$ cat config.mk
export PLATFORM = sky130hd
export DESIGN_NAME = jittered_report_scheduler
export DESIGN_NICKNAME = d
export VERILOG_FILES = /design/src/hw/rtl/jrs_pkg.sv /design/src/hw/rtl/jittered_report_scheduler.sv /design/src/hw/rtl/jrs_cfg.sv /design/src/hw/rtl/jrs_core.sv
export SDC_FILE = /design/constraint.sdc
export NUM_CORES = 1
export LEC_CHECK = 0
export BUFFER_PORTS_ARGS = -buffer_cell sky130_fd_sc_hd__buf_2
export CORE_ASPECT_RATIO = 0.9
export CORE_MARGIN = 2
export CORE_UTILIZATION = 57
export CTS_CLUSTER_DIAMETER = 150
export DETAILED_ROUTE_END_ITERATION = 12
export GPL_TIMING_DRIVEN = 0
export PLACE_DENSITY_LB_ADDON = 0.3
export SKIP_LAST_GASP = 1
export SLEW_MARGIN = 20
export SYNTH_ARGS = -nofsm -noshare
export SYNTH_HDL_FRONTEND = slang
export SYNTH_HIERARCHICAL = 1
export SYNTH_SLANG_ARGS = --single-unit
export TNS_END_PERCENT = 50
$ cat constraint.sdc
create_clock -name clk -period 15.5 [get_ports clk]
set_clock_uncertainty 0.15 [all_clocks]
set_input_delay 1.55 -clock clk [delete_from_list [all_inputs] [get_ports clk]]
set_output_delay 1.55 -clock clk [all_outputs]
set_load 0.1 [all_outputs]
$ cat src/hw/rtl/jrs_pkg.sv
// Shared types and constants for the jittered report scheduler.
package jrs_pkg;

  localparam int unsigned TIME_W = 32;
  localparam int unsigned GAP_W  = 20;
  localparam int unsigned JIT_W  = 16;
  localparam int unsigned ADDR_W = 3;

  localparam logic signed [7:0] RSSI_NONE = -8'sd127;
  localparam logic [GAP_W-1:0] MIN_GAP_RST = 20'd1000;
  localparam logic [GAP_W-1:0] HB_GAP_RST  = 20'd5000;

  typedef enum logic [0:0] {
    REG_MIN_GAP = 1'b0,
    REG_HB_GAP  = 1'b1
  } reg_idx_t;

  typedef struct packed {
    logic [GAP_W-1:0] min_report_gap_ms;
    logic [GAP_W-1:0] heartbeat_gap_ms;
  } cfg_t;

  typedef struct packed {
    logic [TIME_W-1:0] now_ms;
    logic              pkt_heard;
    logic [31:0]       pkt_count;
    logic signed [7:0] pkt_rssi;
    logic [JIT_W-1:0]  report_jitter_ms;
    logic [JIT_W-1:0]  heartbeat_jitter_ms;
    logic              fix_valid;
    logic [31:0]       latitude_bits;
    logic [31:0]       longitude_bits;
    logic [31:0]       altitude_bits;
    logic [7:0]        sats_in_view;
  } in_item_t;

  typedef struct packed {
    logic [TIME_W-1:0] report_time;
    logic [31:0]       report_seq;
    logic [31:0]       sat_seq;
    logic [TIME_W-1:0] sat_time;
    logic signed [7:0] sat_rssi;
    logic              fix_flag;
    logic [31:0]       latitude;
    logic [31:0]       longitude;
    logic [31:0]       altitude;
    logic [7:0]        sats;
  } result_t;

  typedef struct packed {
    logic        fire;
    logic [31:0] seq;
  } core_stat_t;

endpackage

$ cat src/hw/rtl/jittered_report_scheduler.sv
// Jittered report scheduler top level: input register, core, result register.
// Flow: an accepted item is held in the input register and evaluated when the result
//   register can take it; its report, if any, is presented from the result register.
// Throughput: one item per cycle unless stalled; set by single input reg and core step.
// Reset (rst_n low, synchronous): scheduler state and registers take their reset values,
//   both pipeline registers empty.
module jittered_report_scheduler import jrs_pkg::*; (
  input  logic              clk,
  input  logic              rst_n,
  input  logic              in_valid,
  output logic              in_ready,
  input  logic [31:0]       in_now_ms,
  input  logic              in_pkt_heard,
  input  logic [31:0]       in_pkt_count,
  input  logic signed [7:0] in_pkt_rssi,
  input  logic [15:0]       in_report_jitter_ms,
  input  logic [15:0]       in_heartbeat_jitter_ms,
  input  logic              in_fix_valid,
  input  logic [31:0]       in_latitude_bits,
  input  logic [31:0]       in_longitude_bits,
  input  logic [31:0]       in_altitude_bits,
  input  logic [7:0]        in_sats_in_view,
  output logic              out_valid,
  input  logic              out_ready,
  output logic [31:0]       out_report_time,
  output logic [31:0]       out_report_seq,
  output logic [31:0]       out_sat_seq,
  output logic [31:0]       out_sat_time,
  output logic signed [7:0] out_sat_rssi,
  output logic              out_fix_flag,
  output logic [31:0]       out_latitude,
  output logic [31:0]       out_longitude,
  output logic [31:0]       out_altitude,
  output logic [7:0]        out_sats,
  input  logic              psel,
  input  logic              penable,
  input  logic              pwrite,
  input  logic [ADDR_W-1:0] paddr,
  input  logic [31:0]       pwdata,
  output logic [31:0]       prdata,
  output logic              pready
);

  cfg_t       cfg;
  in_item_t   stage_r;
  logic       stage_valid_r;
  result_t    res, out_r;
  logic       out_valid_r;
  core_stat_t stat;
  logic       step_en;

  assign step_en  = stage_valid_r && (!out_valid_r || out_ready);
  assign in_ready = !stage_valid_r || step_en;

  jrs_cfg u_cfg (
    .clk     (clk),
    .rst_n   (rst_n),
    .psel    (psel),
    .penable (penable),
    .pwrite  (pwrite),
    .paddr   (paddr),
    .pwdata  (pwdata),
    .prdata  (prdata),
    .pready  (pready),
    .cfg     (cfg)
  );

  jrs_core u_core (
    .clk     (clk),
    .rst_n   (rst_n),
    .step_en (step_en),
    .item    (stage_r),
    .cfg     (cfg),
    .res     (res),
    .stat    (stat)
  );

  always_ff @(posedge clk) begin
    if (!rst_n) begin
      stage_valid_r <= 1'b0;
    end else if (in_ready) begin
      stage_valid_r <= in_valid;
    end
  end

  always_ff @(posedge clk) begin
    if (in_valid && in_ready) begin
      stage_r.now_ms              <= in_now_ms;
      stage_r.pkt_heard           <= in_pkt_heard;
      stage_r.pkt_count           <= in_pkt_count;
      stage_r.pkt_rssi            <= in_pkt_rssi;
      stage_r.report_jitter_ms    <= in_report_jitter_ms;
      stage_r.heartbeat_jitter_ms <= in_heartbeat_jitter_ms;
      stage_r.fix_valid           <= in_fix_valid;
      stage_r.latitude_bits       <= in_latitude_bits;
      stage_r.longitude_bits      <= in_longitude_bits;
      stage_r.altitude_bits       <= in_altitude_bits;
      stage_r.sats_in_view        <= in_sats_in_view;
    end
  end

  always_ff @(posedge clk) begin
    if (!rst_n) begin
      out_valid_r <= 1'b0;
    end else if (stat.fire) begin
      out_valid_r <= 1'b1;
    end else if (out_ready) begin
      out_valid_r <= 1'b0;
    end
  end

  always_ff @(posedge clk) begin
    if (stat.fire) begin
      out_r <= res;
    end
  end

  assign out_valid       = out_valid_r;
  assign out_report_time = out_r.report_time;
  assign out_report_seq  = out_r.report_seq;
  assign out_sat_seq     = out_r.sat_seq;
  assign out_sat_time    = out_r.sat_time;
  assign out_sat_rssi    = out_r.sat_rssi;
  assign out_fix_flag    = out_r.fix_flag;
  assign out_latitude    = out_r.latitude;
  assign out_longitude   = out_r.longitude;
  assign out_altitude    = out_r.altitude;
  assign out_sats        = out_r.sats;

  a_no_overwrite: assert property (@(posedge clk) disable iff (!rst_n)
    (out_valid_r && !out_ready) |-> !stat.fire)
    else $error("report fired while result register stalled");

  a_fire_to_out: assert property (@(posedge clk) disable iff (!rst_n)
    stat.fire |=> (out_valid && out_report_time == $past(stage_r.now_ms)))
    else $error("fired report not presented with its time");

  a_seq_step: assert property (@(posedge clk) disable iff (!rst_n)
    stat.fire |=> (stat.seq == $past(stat.seq) + 32'd1))
    else $error("sequence did not advance on report");

  a_seq_hold: assert property (@(posedge clk) disable iff (!rst_n)
    !stat.fire |=> $stable(stat.seq))
    else $error("sequence changed without report");

endmodule

$ cat src/hw/rtl/jrs_cfg.sv
// APB-style configuration registers for the report scheduler.
module jrs_cfg import jrs_pkg::*; (
  input  logic              clk,
  input  logic              rst_n,
  input  logic              psel,
  input  logic              penable,
  input  logic              pwrite,
  input  logic [ADDR_W-1:0] paddr,
  input  logic [31:0]       pwdata,
  output logic [31:0]       prdata,
  output logic              pready,
  output cfg_t              cfg
);

  cfg_t     cfg_r;
  reg_idx_t idx;
  logic     wr_en;

  assign idx    = reg_idx_t'(paddr[2]);
  assign wr_en  = psel && penable && pwrite;
  assign pready = 1'b1;
  assign cfg    = cfg_r;

  always_ff @(posedge clk) begin
    if (!rst_n) begin
      cfg_r.min_report_gap_ms <= MIN_GAP_RST;
      cfg_r.heartbeat_gap_ms  <= HB_GAP_RST;
    end else if (wr_en) begin
      case (idx)
        REG_MIN_GAP: cfg_r.min_report_gap_ms <= pwdata[GAP_W-1:0];
        REG_HB_GAP:  cfg_r.heartbeat_gap_ms  <= pwdata[GAP_W-1:0];
        default: ;
      endcase
    end
  end

  always_comb begin
    case (idx)
      REG_MIN_GAP: prdata = {{(32-GAP_W){1'b0}}, cfg_r.min_report_gap_ms};
      REG_HB_GAP:  prdata = {{(32-GAP_W){1'b0}}, cfg_r.heartbeat_gap_ms};
      default:     prdata = '0;
    endcase
  end

endmodule

$ cat src/hw/rtl/jrs_core.sv
// Scheduler state and per-item decision logic.
module jrs_core import jrs_pkg::*; (
  input  logic       clk,
  input  logic       rst_n,
  input  logic       step_en,
  input  in_item_t   item,
  input  cfg_t       cfg,
  output result_t    res,
  output core_stat_t stat
);

  logic              ever_r,       ever_nxt;
  logic [31:0]       held_cnt_r,   held_cnt_nxt;
  logic [TIME_W-1:0] held_time_r,  held_time_nxt;
  logic signed [7:0] held_rssi_r,  held_rssi_nxt;
  logic [31:0]       seq_r,        seq_nxt;
  logic [TIME_W-1:0] last_send_r,  last_send_nxt;
  logic              pending_r,    pending_nxt;
  logic [TIME_W-1:0] due_r,        due_nxt;

  logic [TIME_W-1:0] min_gap, hb_gap;
  logic [TIME_W-1:0] rep_due, floor_t, since_pkt, since_send;
  logic              silent, recent, fire;

  assign min_gap = {{(TIME_W-GAP_W){1'b0}}, cfg.min_report_gap_ms};
  assign hb_gap  = {{(TIME_W-GAP_W){1'b0}}, cfg.heartbeat_gap_ms};

  always_comb begin
    ever_nxt      = ever_r;
    held_cnt_nxt  = held_cnt_r;
    held_time_nxt = held_time_r;
    held_rssi_nxt = held_rssi_r;
    seq_nxt       = seq_r;
    last_send_nxt = last_send_r;
    pending_nxt   = pending_r;
    due_nxt       = due_r;

    rep_due = item.now_ms + {{(TIME_W-JIT_W){1'b0}}, item.report_jitter_ms};
    floor_t = last_send_r + min_gap;

    if (step_en && item.pkt_heard) begin
      ever_nxt      = 1'b1;
      held_cnt_nxt  = item.pkt_count;
      held_time_nxt = item.now_ms;
      held_rssi_nxt = (!item.pkt_rssi[7] && (item.pkt_rssi != 8'sd0)) ? 8'sd0 : item.pkt_rssi;
      if (!pending_r) begin
        pending_nxt = 1'b1;
        due_nxt     = (rep_due < floor_t) ? floor_t : rep_due;
      end
    end

    since_pkt  = item.now_ms - held_time_nxt;
    since_send = item.now_ms - last_send_r;
    silent     = !ever_nxt || (since_pkt >= hb_gap);

    if (step_en && silent && !pending_nxt && (since_send >= hb_gap)) begin
      pending_nxt = 1'b1;
      due_nxt     = item.now_ms + {{(TIME_W-JIT_W){1'b0}}, item.heartbeat_jitter_ms};
    end

    fire   = step_en && pending_nxt && !(item.now_ms < due_nxt);
    recent = ever_nxt && (since_pkt < hb_gap);

    if (fire) begin
      pending_nxt   = 1'b0;
      last_send_nxt = item.now_ms;
      seq_nxt       = seq_r + 32'd1;
    end

    res.report_time = item.now_ms;
    res.report_seq  = seq_r;
    res.sat_seq     = recent ? held_cnt_nxt : '0;
    res.sat_time    = recent ? held_time_nxt : '0;
    res.sat_rssi    = recent ? held_rssi_nxt : RSSI_NONE;
    res.fix_flag    = item.fix_valid;
    res.latitude    = item.fix_valid ? item.latitude_bits : '0;
    res.longitude   = item.fix_valid ? item.longitude_bits : '0;
    res.altitude    = item.fix_valid ? item.altitude_bits : '0;
    res.sats        = item.sats_in_view;
  end

  assign stat.fire = fire;
  assign stat.seq  = seq_r;

  always_ff @(posedge clk) begin
    if (!rst_n) begin
      ever_r      <= 1'b0;
      held_cnt_r  <= '0;
      held_time_r <= '0;
      held_rssi_r <= RSSI_NONE;
      seq_r       <= '0;
      last_send_r <= '0;
      pending_r   <= 1'b0;
      due_r       <= '0;
    end else begin
      ever_r      <= ever_nxt;
      held_cnt_r  <= held_cnt_nxt;
      held_time_r <= held_time_nxt;
      held_rssi_r <= held_rssi_nxt;
      seq_r       <= seq_nxt;
      last_send_r <= last_send_nxt;
      pending_r   <= pending_nxt;
      due_r       <= due_nxt;
    end
  end

endmodule
Yosys cells after proc, flatten, opt, wreduce, memory -nomap -nowiden
Cells that the tools add are included.

Register bits: 663. Latch bits: 0. Bits in writable memories: 0. Memory bits (read-only): 0. Bits of input ports: 252. Output and inout port bits: 276. Logic and storage cells: 86. Memories kept: 0.

Add/subtract/negate cells: 6. $mul: 0. Div/mod/pow operators: 0. Order comparisons: 5. Equal/unequal tests: 0. Shifts and indexed selects: 0. Muxes and demuxes: 14. Bitwise operators: 2. Reduce and logical (&&, ||, !) cells: 26.

Operator list (count): $mux 32 (6); $add 32x16->32 (2); $ge 32x20->1 (2); $lt 32x32->1 (2); $pmux 32 s2 (1); $sub 32x32->32 (2); $add 32x1->32 const B (1); $add 32x20->32 (1); $lt 32x20->1 (1); $mux 8 (2); $logic_and 1x1->1 (12); $reduce_bool 8->1 (1); $logic_not 1->1 (6); $mux 1 (5); $reduce_and 2->1 (2); $logic_or 1x1->1 (3); $not 1->1 (2); $reduce_bool 2->1 (1); $reduce_or 2->1 (1).

Depth between registers and ports, before layout
Gate-level depths: netlist of run 1.

Word-level depth: 16. Gate-level depth with buffers: 50. Mapped depth without buffers: 43.

Modules after synthesis
Netlist of run 1, hierarchy kept.

By module, submodules not included: jrs_core (instances 1, cells an instance 2380, area each 17787.1 um2, sequential area each 3403.3 um2); jittered_report_scheduler (instances 1, cells an instance 460, area each 13646.8 um2, sequential area each 13583.0 um2); jrs_cfg (instances 1, cells an instance 195, area each 1905.6 um2, sequential area each 800.8 um2).

Worst setup path after synthesis of run 1
OpenSTA, ideal clock, no wires.

Path kind: in2reg. From: input out_ready. To: register stage_r[0] in the netlist's numbering, enable pin. Setup time: 850 ps. Arrival: 11697 ps. Data required time: 14500 ps. Path slack: 2803 ps. Stages: 2. Buffers on the path: 0. Cells stage by stage: nor2b_4 -> a21oi_1.

Longest elaborated chain between the ends: 4.

RTL lines: start: declaration (RTL line jittered_report_scheduler.sv:24) `input logic out_ready,`; $logic_or 1x1->1 (RTL line jittered_report_scheduler.sv:52) `assign step_en = stage_valid_r && (!out_valid_r || out_ready);`; $logic_and 1x1->1 (RTL line jittered_report_scheduler.sv:52); $logic_or 1x1->1 (RTL line jittered_report_scheduler.sv:53) `assign in_ready = !stage_valid_r || step_en;`; $logic_and 1x1->1 (RTL line jittered_report_scheduler.sv:87) `if (in_valid && in_ready) begin`; end: declaration (RTL line jittered_report_scheduler.sv:45) `in_item_t stage_r;`.

Every way passes these cells. A chain may end at the register's enable or synchronous reset.

Worst setup path after layout of run 1
From: input out_ready. To: register out_r (netlist bit out_report_time[14]), enable pin.

Longest elaborated chain between the ends: 14. Elaborated cells on any way between the ends: 21. Those cells by class: add/sub (1); order compare (2); mux (6); reduce/logical (12).

RTL lines: $logic_or 1x1->1 * (RTL line jittered_report_scheduler.sv:52); $logic_and 1x1->1 * (RTL line jittered_report_scheduler.sv:52); net step_en (RTL line jittered_report_scheduler.sv:50) `logic step_en;`; $logic_and 1x1->1 (RTL line jrs_core.sv:41) `if (step_en && item.pkt_heard) begin`; $mux 32 (RTL line jrs_core.sv:41); $sub 32x32->32 (RTL line jrs_core.sv:52) `since_pkt = item.now_ms - held_time_nxt;`; $ge 32x20->1 (RTL line jrs_core.sv:54) `silent = !ever_nxt || (since_pkt >= hb_gap);`; $logic_or 1x1->1 (RTL line jrs_core.sv:54); $logic_and 1x1->1 (3 in a row) (RTL line jrs_core.sv:56) `if (step_en && silent && !pending_nxt && (since_send >= hb_gap)) begin`; $mux 32 (RTL line jrs_core.sv:56); $lt 32x32->1 (RTL line jrs_core.sv:61) `fire = step_en && pending_nxt && !(item.now_ms < due_nxt);`; $logic_not 1->1 (RTL line jrs_core.sv:61); $logic_and 1x1->1 * (RTL line jrs_core.sv:61); net u_core.fire (RTL line jrs_core.sv:23) `logic silent, recent, fire;`; end signal: assignment (RTL line jittered_report_scheduler.sv:114) `out_r <= res;`; end: declaration (RTL line jittered_report_scheduler.sv:47) `result_t res, out_r;`.

Mark *: on every way through the listed nets, which the timed path passes. The rest lies on a longest branch.

==> key figures, run 1 <==
Layout
  • Final core utilization: 68.6%
  • FILL cells: 4309
  • Max reg flops: 210
  • Synth-to-Final Area Change: 18.6%
  • Fraction of layout cells with a size suffix above 1: 20.7%
  • # nets final: 4069
  • Largest Register: stage_r

Place
  • DP HPWL: 71.6 mm
  • I/O Buffers: 500
  • GPL Wtd Cong: 0.961
  • Setup WS pre-CTS: 1.60 ns

Die
  • Chip Width: 258 um
  • Cell row count: 83
  • Initial core utilization: 57.8%
  • Die Y: 233 um
  • CORE AREA: 0.0572 mm^2
  • Io pins: 528
  • Die area: 0.0600 mm^2

Worst setup path
  • Critical Path RT: 15.66 ns
  • Cell mode on critical path: a21o_1
  • CP peak stage delay: 0.74 ns
  • Crit path max fanout: 87
  • CP Launch Type: input pin
  • Critical path endpoint: out_report_time[14]$_DFFE_PP_
  • Worst Reg2Reg Path Length in Cells: 45
  • Crit. End Element: flip-flop
  • Slowest-stage cell, CP: buf_1
  • Worst Setup SP: out_ready
  • Reg2reg start: out_valid$_SDFFE_PN0P_
  • Setup CP Type: in2reg
  • FF-to-FF End: out_report_time[14]$_DFFE_PP_
  • Worst Path Arrival: 13.80 ns
  • R2R setup slack: 2.45 ns

GRT
  • Antenna violations before repair: 8
  • Global-route wire length before repair: 140 mm
  • Largest net degree at the start of global routing: 101
  • Gr ovfl total: 0
  • Vias in the first global route: 23900
  • Total track usage: 30.9%

Route
  • Via density: 5.79
  • Number of DRC markers in iteration 0: 2672
  • Detail-routed net length per standard cell: 21.5 um
  • Antenna-violating nets left: 0
  • Vias: 25700
  • Drt total wl: 95.2 mm
  • DRC viols: 0
  • Drt first pass iters: 8

Power
  • P_int: 3.19 mW
  • Net Sw Power: 1.41 mW
  • Sequential share of power: 44.2%
  • Gate power share: 19.9%
  • Sw Share: 30.6%
  • Total power: 4.60 mW
  • Peak supply drop: 0.120 mV
  • P per Cell Area: 117 mW/mm^2
  • Clock power share: 35.9%
  • Leakage Power: 16.1 nW

Clock tree
  • Post-CTS resize count: 0
  • Worst-Skew Late Latency: 0.63 ns
  • Root Buffer: clkbuf_16
  • CTS H-tree lvls: 3
  • Setup Buffers After CTS: 0
  • Clock tree sinks: 663
  • CTS clk-pin slew, worst paths: 0.06 ns
  • CTS Buf Count: 69
  • Hold Buf Count CTS: 0
  • Clock buffer depth: 3
  • CTS tree: yes

STA
  • Worst Tran Pin Value: 1.16 ns
  • Tmin final: 13.64 ns
  • Final setup fails: 0
  • Pins Over Slew Limit: 0
  • Post-route worst setup slack: 1.86 ns
  • Final Hold Fails: 0
  • RSZ-0062 raised after global routing: false
  • Setup total negative slack: 0 ns
  • Final Cycle Share: 88.0%
  • Max Fclk: 73.3 MHz
  • Final hold slack: 0.317 ns
  • Worst slew margin: 22.5%

Min path
  • Worst hold path type: reg2reg
  • Hold path start: u_core/held_rssi_r[0]$_SDFF_PN1_

Yosys
  • Synthesized area: 0.0331 mm^2
  • Cell count after synthesis: 3003
  • Yosys warns: 6
  • Syn avg cell area: 11.0 um^2

Flow run
  • Total of max-cap violations: 0

Status
  • Outcome: complete, no violations
power groups by stage:
stage | registers, mW | clock network, mW | logic, mW
floorplan | 2.25 | 0 | 0.483
global placement | 2.09 | 0 | 0.865
detailed placement | 2.07 | 0 | 0.891
CTS | 2.03 | 1.67 | 0.898
global route | 2.04 | 1.74 | 0.983
finish | 2.03 | 1.65 | 0.915
how the worst min path moves through the flow:
stage                                       end  slack [ns]  depth (start not counted)
6_report       u_core/held_rssi_r[0]$_SDFF_PN1_        0.32                          2
5_1_grt              u_cfg/cfg[18]$_SDFFE_PN0P_        0.34                          2
4_1_cts        u_core/held_rssi_r[0]$_SDFF_PN1_        0.31                          2
3_5_place_dp   u_core/held_rssi_r[0]$_SDFF_PN1_        0.30                          2
3_3_place_gp   u_core/held_rssi_r[0]$_SDFF_PN1_        0.30                          2
2_1_floorplan      out_report_seq[31]$_DFFE_PP_        0.27                          0
metal layers:
metal	wire [um]	GRT usage, %
met4	3410	11.1
met1	39800	42.7
met2	42500	47.7
met5	13	0
met3	9480	7.55
critical path: cells and delay by family:
family	cells	cell delay, ns
xor gates and xnor gates	1	0.09
AOI/OAI and AO/OA	19	4.66
buffers and inverters	10	3.02
muxes	1	0.40
and+or+nand+nor	12	3.09
adders and majority gates	3	0.82
metrics by stage:
stage | std cells | cell area, um^2
final | 4427 | 39300
after detailed placement | 4292 | 37000
after global routing | 4427 | 39300
after CTS | 4420 | 39200
after floorplan | 3014 | 33100
after global placement | 4279 | 36600
layout make-up:
type / count / area, um^2 / area share, %
Antenna cell: 7 / 17.5 / 0.0446
Timing Repair Buffer: 513 / 2850 / 7.25
Tap cell: 765 / 957 / 2.44
Clock inverter: 42 / 420 / 1.07
Inverter: 97 / 364 / 0.927
Buffer: 187 / 1000 / 2.56
Sequential cell: 663 / 17800 / 45.3
Clock buffer: 86 / 1860 / 4.74
Multi-Input combinational cell: 2067 / 14000 / 35.7
placed cells by master, fill, tap and decap left out, drive strengths merged, types with 12 or more instances in the layout:
master	instances
and3	42
nor2	298
or4	15
o21ai	128
o21bai	16
xnor2	92
o21a	37
a21o	55
and2	113
a21oi	164
ha	215
edfxtp	451
nand2	235
nand4	36
clkbuf	180
nand2b	28
o31ai	20
or3	14
nand3	92
buf	605
mux2	23
o211ai	19
nor3	27
xor2	43
dfxtp	212
a31oi	12
clkinv	32
conb	13
mux2i	126
nor2b	40
a211oi	30
inv	99
Power figures use the tool's default switching activity.
==> run 2, diff against run 1 <==
--- a/config.mk
+++ b/config.mk
@@ -8,5 +8,6 @@
 export BUFFER_PORTS_ARGS = -buffer_cell sky130_fd_sc_hd__buf_2
-export CORE_ASPECT_RATIO = 0.9
+export CELL_PAD_IN_SITES_DETAIL_PLACEMENT = 0
+export CELL_PAD_IN_SITES_GLOBAL_PLACEMENT = 1
 export CORE_MARGIN = 2
-export CORE_UTILIZATION = 57
+export CORE_UTILIZATION = 45
 export CTS_CLUSTER_DIAMETER = 150
--- a/constraint.sdc
+++ b/constraint.sdc
@@ -4,2 +4,2 @@
 set_output_delay 1.55 -clock clk [all_outputs]
-set_load 0.1 [all_outputs]
+set_load 0.01 [all_outputs]
==> key figures, run 2 (same netlist as run 1, synthesis figures left out) <==
Layout
  • Fraction of layout cells with a size suffix above 1: 21.0% (was 20.7%)
  • Max reg flops: 210 (unchanged)
  • Synth-to-Final Area Change: 20.3% (was 18.6%)
  • Final core utilization: 54.7% (was 68.6%)
  • Most frequent cells in the layout: 520 x buf_2, 451 x edfxtp_1, 298 x nor2_1 (unchanged)
  • Commonest non-fill, non-tap cell in the layout: buf_2 (unchanged)
  • Largest Register: stage_r (unchanged)
  • # nets final: 4075 (was 4069)

Route
  • Antenna-violating nets left: 0 (unchanged)
  • DRC viols: 0 (unchanged)
  • Detail-routed net length per standard cell: 21.3 um (was 21.5 um)
  • Number of DRC markers in iteration 0: 1911 (was 2672)
  • Via density: 5.36 (was 5.79)
  • Vias: 24800 (was 25700)
  • Drt first pass iters: 6 (was 8)
  • Drt total wl: 98.5 mm (was 95.2 mm)

Clock tree
  • CTS clk-pin slew, worst paths: 0.05 ns (was 0.06 ns)
  • Post-CTS resize count: 0 (unchanged)
  • Worst-Skew Late Latency: 0.65 ns (was 0.63 ns)
  • Clock buffer depth: 3 (unchanged)
  • CTS Buf Count: 74 (was 69)
  • Setup Buffers After CTS: 0 (unchanged)
  • Clock tree sinks: 663 (unchanged)
  • Hold Buf Count CTS: 0 (unchanged)
  • Root Buffer: clkbuf_16 (unchanged)
  • CTS H-tree lvls: 3 (unchanged)
  • CTS tree: yes (unchanged)

Power
  • P per Cell Area: 115 mW/mm^2 (was 117 mW/mm^2)
  • Peak supply drop: 0.116 mV (was 0.120 mV)
  • Total power: 4.57 mW (was 4.60 mW)
  • Leakage Power: 16.2 nW (was 16.1 nW)

Worst setup path
  • CP peak stage delay: 0.78 ns (was 0.74 ns)
  • Critical Path RT: 15.64 ns (was 15.66 ns)
  • Crit. End Element: flip-flop (unchanged)
  • Slowest-stage cell, CP: buf_1 (unchanged)
  • Cell mode on critical path: a21o_1 (unchanged)
  • Crit path max-delay family: compound AO/OA/AOI/OAI gates (unchanged)
  • Setup CP Type: in2reg (unchanged)
  • CP Launch Type: input pin (unchanged)
  • Crit path max fanout: 97 (was 87)
  • Worst Path Arrival: 14.15 ns (was 13.80 ns)
  • WP buf/inv: 12 (was 10)

STA
  • Tmin final: 14.01 ns (was 13.64 ns)
  • Pins Over Slew Limit: 0 (unchanged)
  • Worst Tran Pin Value: 1.01 ns (was 1.16 ns)
  • Final Hold Fails: 0 (unchanged)
  • Setup total negative slack: 0 ns (unchanged)
  • Max Fclk: 71.4 MHz (was 73.3 MHz)
  • Final setup fails: 0 (unchanged)
  • Worst slew margin: 31.9% (was 22.5%)
  • RSZ-0062 raised after global routing: false (unchanged)
  • Final Cycle Share: 90.4% (was 88.0%)

Status
  • Outcome: complete, no violations (unchanged)

Min path
  • Worst hold path type: reg2reg (unchanged)

Die
  • Cell row count: 99 (was 83)
  • Io pins: 528 (unchanged)
  • Die area: 0.0757 mm^2 (was 0.0600 mm^2)
  • Initial core utilization: 45.4% (was 57.8%)
  • Chip Width: 275 um (was 258 um)
  • CORE AREA: 0.0728 mm^2 (was 0.0572 mm^2)
  • Die Y: 275 um (was 233 um)

Place
  • GPL Wtd Cong: 0.913 (was 0.961)
  • DP HPWL: 75.1 mm (was 71.6 mm)
  • I/O Buffers: 500 (unchanged)

Flow run
  • Total of max-cap violations: 0 (unchanged)

GRT
  • Gr ovfl total: 0 (unchanged)
  • Largest net degree at the start of global routing: 98 (was 101)
  • Antenna violations before repair: 20 (was 8)
  • Total track usage: 25.4% (was 30.9%)
  • Vias in the first global route: 23600 (was 23900)
  • Global-route wire length before repair: 145 mm (was 140 mm)
run 2: stage by stage:
stage	cells	hold slack [ns]	instance area, um^2	worst slack [ns]
after floorplan	3014	0.271	33100	2.81
after global placement	4473	0.304	36800	-2.94
after detailed placement	4487	0.312	37200	0.917
after CTS	4623	0.323	39800	1.54
after global routing	4631	0.339	39800	0.783
final	4635	0.323	39800	1.49
run 2: area by class of cell:
type                    count  area, um^2
fillers                  6475       33000
flip-flops and latches    663       17800
multi-input cells        2067       14000
repair buffers            514        2870
clock buffers              79        1890
well taps                 959        1200
plain buffers             187        1000
clock inverters            57         682
inverters                  97         364
diodes                     12        30.0
run 2: final timing paths:
kind                        startpoint                           to  slack (ns)  cells past startpoint
max                          out_ready  out_longitude[31]$_DFFE_PP_        1.49                     48
min          u_cfg/cfg[1]$_SDFFE_PN0P_    u_cfg/cfg[1]$_SDFFE_PN0P_        0.32                      2
max reg2reg     out_valid$_SDFFE_PN0P_  out_longitude[31]$_DFFE_PP_        2.06                     47
min reg2reg  u_cfg/cfg[1]$_SDFFE_PN0P_    u_cfg/cfg[1]$_SDFFE_PN0P_        0.32                      2
run 2: report_power, final:
group          switching (mW)  leakage (nW)  internal (mW)  total, mW
Combinational           0.427          8.84          0.287      0.714
Clock                   0.773          1.23           1.05       1.83
Sequential             0.0487          6.16           1.98       2.03
run 2: worst reg2reg max path: cells and delay by family (launching register included):
family                   cells  cell delay (ns)
adder cells (fa/ha/maj)      3             0.83
AND/OR/NAND/NOR             12             3.10
flip-flops                   1             0.41
XOR/XNOR                     1             0.09
AO/OA/AOI/OAI               19             4.56
buffers and inverters       11             3.43
multiplexers                 1             0.42
run 2: routing by layer:
layer	share of wire [%]	vias to the layer above	wire length (um)	GRT usage (%)
met5	0.12	-	114	0
met1	42	11800	41700	33.2
met3	7.2	170	7090	6.03
li1	-	12000	-	-
met2	47	818	46400	41.1
met4	3.3	18	3230	9.25
==> run 3, diff against run 2 <==
Settings changed: ABC_AREA set to 1, CORE_UTILIZATION 45 to 44.
==> key figures, run 3 <==
Status
  • Outcome: complete, no violations (unchanged)

STA
  • Final Hold Fails: 0 (unchanged)
  • Max Fclk: 85.8 MHz (was 71.4 MHz)
  • Worst Tran Pin Value: 1.15 ns (was 1.01 ns)
  • Setup total negative slack: 0 ns (unchanged)
  • Final Cycle Share: 75.2% (was 90.4%)
  • Pins Over Slew Limit: 0 (unchanged)
  • Final setup fails: 0 (unchanged)
  • RSZ-0062 raised after global routing: false (unchanged)
  • Tmin final: 11.66 ns (was 14.01 ns)
  • Worst slew margin: 23.3% (was 31.9%)

Die
  • Cell row count: 101 (was 99)
  • Die Y: 281 um (was 275 um)
  • Die area: 0.0790 mm^2 (was 0.0757 mm^2)
  • CORE AREA: 0.0759 mm^2 (was 0.0728 mm^2)
  • Io pins: 528 (unchanged)
  • Initial core utilization: 44.5% (was 45.4%)
  • Chip Width: 281 um (was 275 um)

Clock tree
  • Post-CTS resize count: 0 (unchanged)
  • CTS clk-pin slew, worst paths: 0.07 ns (was 0.05 ns)
  • CTS tree: yes (unchanged)
  • CTS Buf Count: 74 (unchanged)
  • Clock buffer depth: 3 (unchanged)
  • Worst-Skew Late Latency: 0.65 ns (about the same)
  • Clock tree sinks: 663 (unchanged)
  • Setup Buffers After CTS: 0 (unchanged)
  • Root Buffer: clkbuf_16 (unchanged)
  • CTS H-tree lvls: 3 (unchanged)
  • Hold Buf Count CTS: 0 (unchanged)

Place
  • I/O Buffers: 500 (unchanged)
  • GPL Wtd Cong: 0.954 (was 0.913)
  • DP HPWL: 78.9 mm (was 75.1 mm)

Route
  • Detail-routed net length per standard cell: 19.1 um (was 21.3 um)
  • Via density: 5.03 (was 5.36)
  • DRC viols: 0 (unchanged)
  • Drt first pass iters: 6 (unchanged)
  • Vias: 27100 (was 24800)
  • Drt total wl: 103 mm (was 98.5 mm)
  • Antenna-violating nets left: 0 (unchanged)
  • Number of DRC markers in iteration 0: 1972 (was 1911)

Power
  • Sw Share: 28.1% (was 27.3%)
  • Leakage Power: 18.0 nW (was 16.2 nW)
  • Net Sw Power: 1.30 mW (was 1.25 mW)
  • Total power: 4.64 mW (was 4.57 mW)
  • P per Cell Area: 115 mW/mm^2 (about the same)
  • P_int: 3.34 mW (was 3.32 mW)
  • Sequential share of power: 43.6% (was 44.4%)
  • Gate power share: 16.5% (was 15.6%)
  • Peak supply drop: 0.112 mV (was 0.116 mV)
  • Clock power share: 39.9% (was 40.0%)

GRT
  • Total track usage: 25.7% (was 25.4%)
  • Global-route wire length before repair: 153 mm (was 145 mm)
  • Antenna violations before repair: 4 (was 20)
  • Gr ovfl total: 0 (unchanged)
  • Vias in the first global route: 26200 (was 23600)
  • Largest net degree at the start of global routing: 94 (was 98)

Worst setup path
  • Setup CP Type: in2reg (unchanged)
  • Worst Path Arrival: 11.78 ns (was 14.15 ns)
  • Critical Path RT: 15.62 ns (was 15.64 ns)
  • Crit path max fanout: 93 (was 97)
  • Reg2reg start: stage_valid_r$_SDFFE_PN0P_ (was out_valid$_SDFFE_PN0P_)
  • Cell mode on critical path: nand2_1 (was a21o_1)
  • R2R setup slack: 4.49 ns (was 2.06 ns)
  • WP buf/inv: 12 (unchanged)
  • Crit path max-delay family: buffers and inverters (was compound AO/OA/AOI/OAI gates)
  • FF-to-FF End: out_latitude[13]$_DFFE_PP_ (was out_longitude[31]$_DFFE_PP_)
  • CP Launch Type: input pin (unchanged)
  • Slowest-stage cell, CP: a21boi_1 (was buf_1)
  • CP peak stage delay: 0.62 ns (was 0.78 ns)
  • Worst Reg2Reg Path Length in Cells: 41 (was 47)
  • Crit. End Element: flip-flop (unchanged)

Layout
  • Largest Register: stage_r (unchanged)
  • Most frequent cells in the layout: 783 x nand2_1, 515 x buf_2, 493 x nor2_1 (was 520 x buf_2, 451 x edfxtp_1, 298 x nor2_1)
  • Synth-to-Final Area Change: 19.5% (was 20.3%)
  • Max reg flops: 210 (unchanged)
  • Commonest non-fill, non-tap cell in the layout: nand2_1 (was buf_2)
  • Fraction of layout cells with a size suffix above 1: 17.1% (was 21.0%)
  • FILL cells: 7122 (was 6475)
  • # nets final: 4756 (was 4075)

Yosys
  • Synthesized area: 0.0338 mm^2 (was 0.0331 mm^2)
  • Cell count after synthesis: 3694 (was 3003)
  • Yosys warns: 6 (unchanged)
  • Syn avg cell area: 9.14 um^2 (was 11.0 um^2)

Min path
  • Hold depth: 2 (unchanged)
  • Worst hold path type: reg2reg (unchanged)
  • Hold path start: u_core/held_rssi_r[0]$_SDFF_PN1_ (was u_cfg/cfg[1]$_SDFFE_PN0P_)
  • Hold Path Sink: u_core/held_rssi_r[0]$_SDFF_PN1_ (was u_cfg/cfg[1]$_SDFFE_PN0P_)

Flow run
  • Total of max-cap violations: 0 (unchanged)
## run 3: through the flow
step / util, % / instance area, um^2 / hold slack (ns) / worst slack, ns / std cells
floorplan: - / 33800 / 0.269 / 6.14 / 3705
global placement: 49.5 / 37600 / 0.282 / 1.76 / 5235
detailed placement: 49.7 / 37700 / 0.291 / 3.32 / 5239
CTS: 53.1 / 40400 / 0.308 / 3.96 / 5376
global route: 53.1 / 40400 / 0.346 / 3.12 / 5378
finish: 53.1 / 40400 / 0.307 / 3.84 / 5379
## run 3: worst max-delay path by stage
stage              start                    endpoint  slack, ns  depth (start not counted)
6_report       out_ready  out_latitude[13]$_DFFE_PP_       3.84                         43
5_1_grt        out_ready  out_latitude[13]$_DFFE_PP_       3.12                         41
4_1_cts        out_ready  out_latitude[13]$_DFFE_PP_       3.96                         40
3_5_place_dp   out_ready  out_latitude[13]$_DFFE_PP_       3.32                         40
3_3_place_gp   out_ready  out_latitude[13]$_DFFE_PP_       1.76                         41
2_1_floorplan  out_ready   out_altitude[0]$_DFFE_PP_       6.14                         41
## run 3: layout make-up
class / count / area (um^2) / share of cell area [%]
Clock buffer: 92 / 1970 / 4.88
Antenna cell: 3 / 7.51 / 0.0186
Multi-Input combinational cell: 2477 / 13600 / 33.8
Inverter: 408 / 1540 / 3.83
Tap cell: 1030 / 1290 / 3.19
Clock inverter: 45 / 648 / 1.61
Timing Repair Buffer: 504 / 2610 / 6.47
Sequential cell: 663 / 17800 / 44.1
Buffer: 157 / 878 / 2.18
## run 3: worst reg2reg max path, delay by kind of cell, from the launching register on
kind	cells	cell delay, ns
fa+ha+maj	3	0.98
buf+inv	10	4.11
flops	1	0.33
simple gates	17	2.74
xor+xnor	1	0.22
compound gates	10	2.01
## run 3: routing by layer
layer	vias to the layer above	wire length, um	GRT usage [%]
met1	12600	44200	33.5
met3	160	6790	5.10
met5	-	0	0
met4	0	2970	7.79
met2	843	48900	43.2
li1	13500	-	-
## run 3: power groups by stage
stage          clock network (mW)  logic, mW  registers, mW
2_1_floorplan                   0      0.507           2.06
3_3_place_gp                    0      0.741           2.07
3_5_place_dp                    0      0.753           2.06
4_1_cts                      1.89      0.759           2.03
5_1_grt                      1.96      0.860           2.03
6_report                     1.85      0.766           2.03
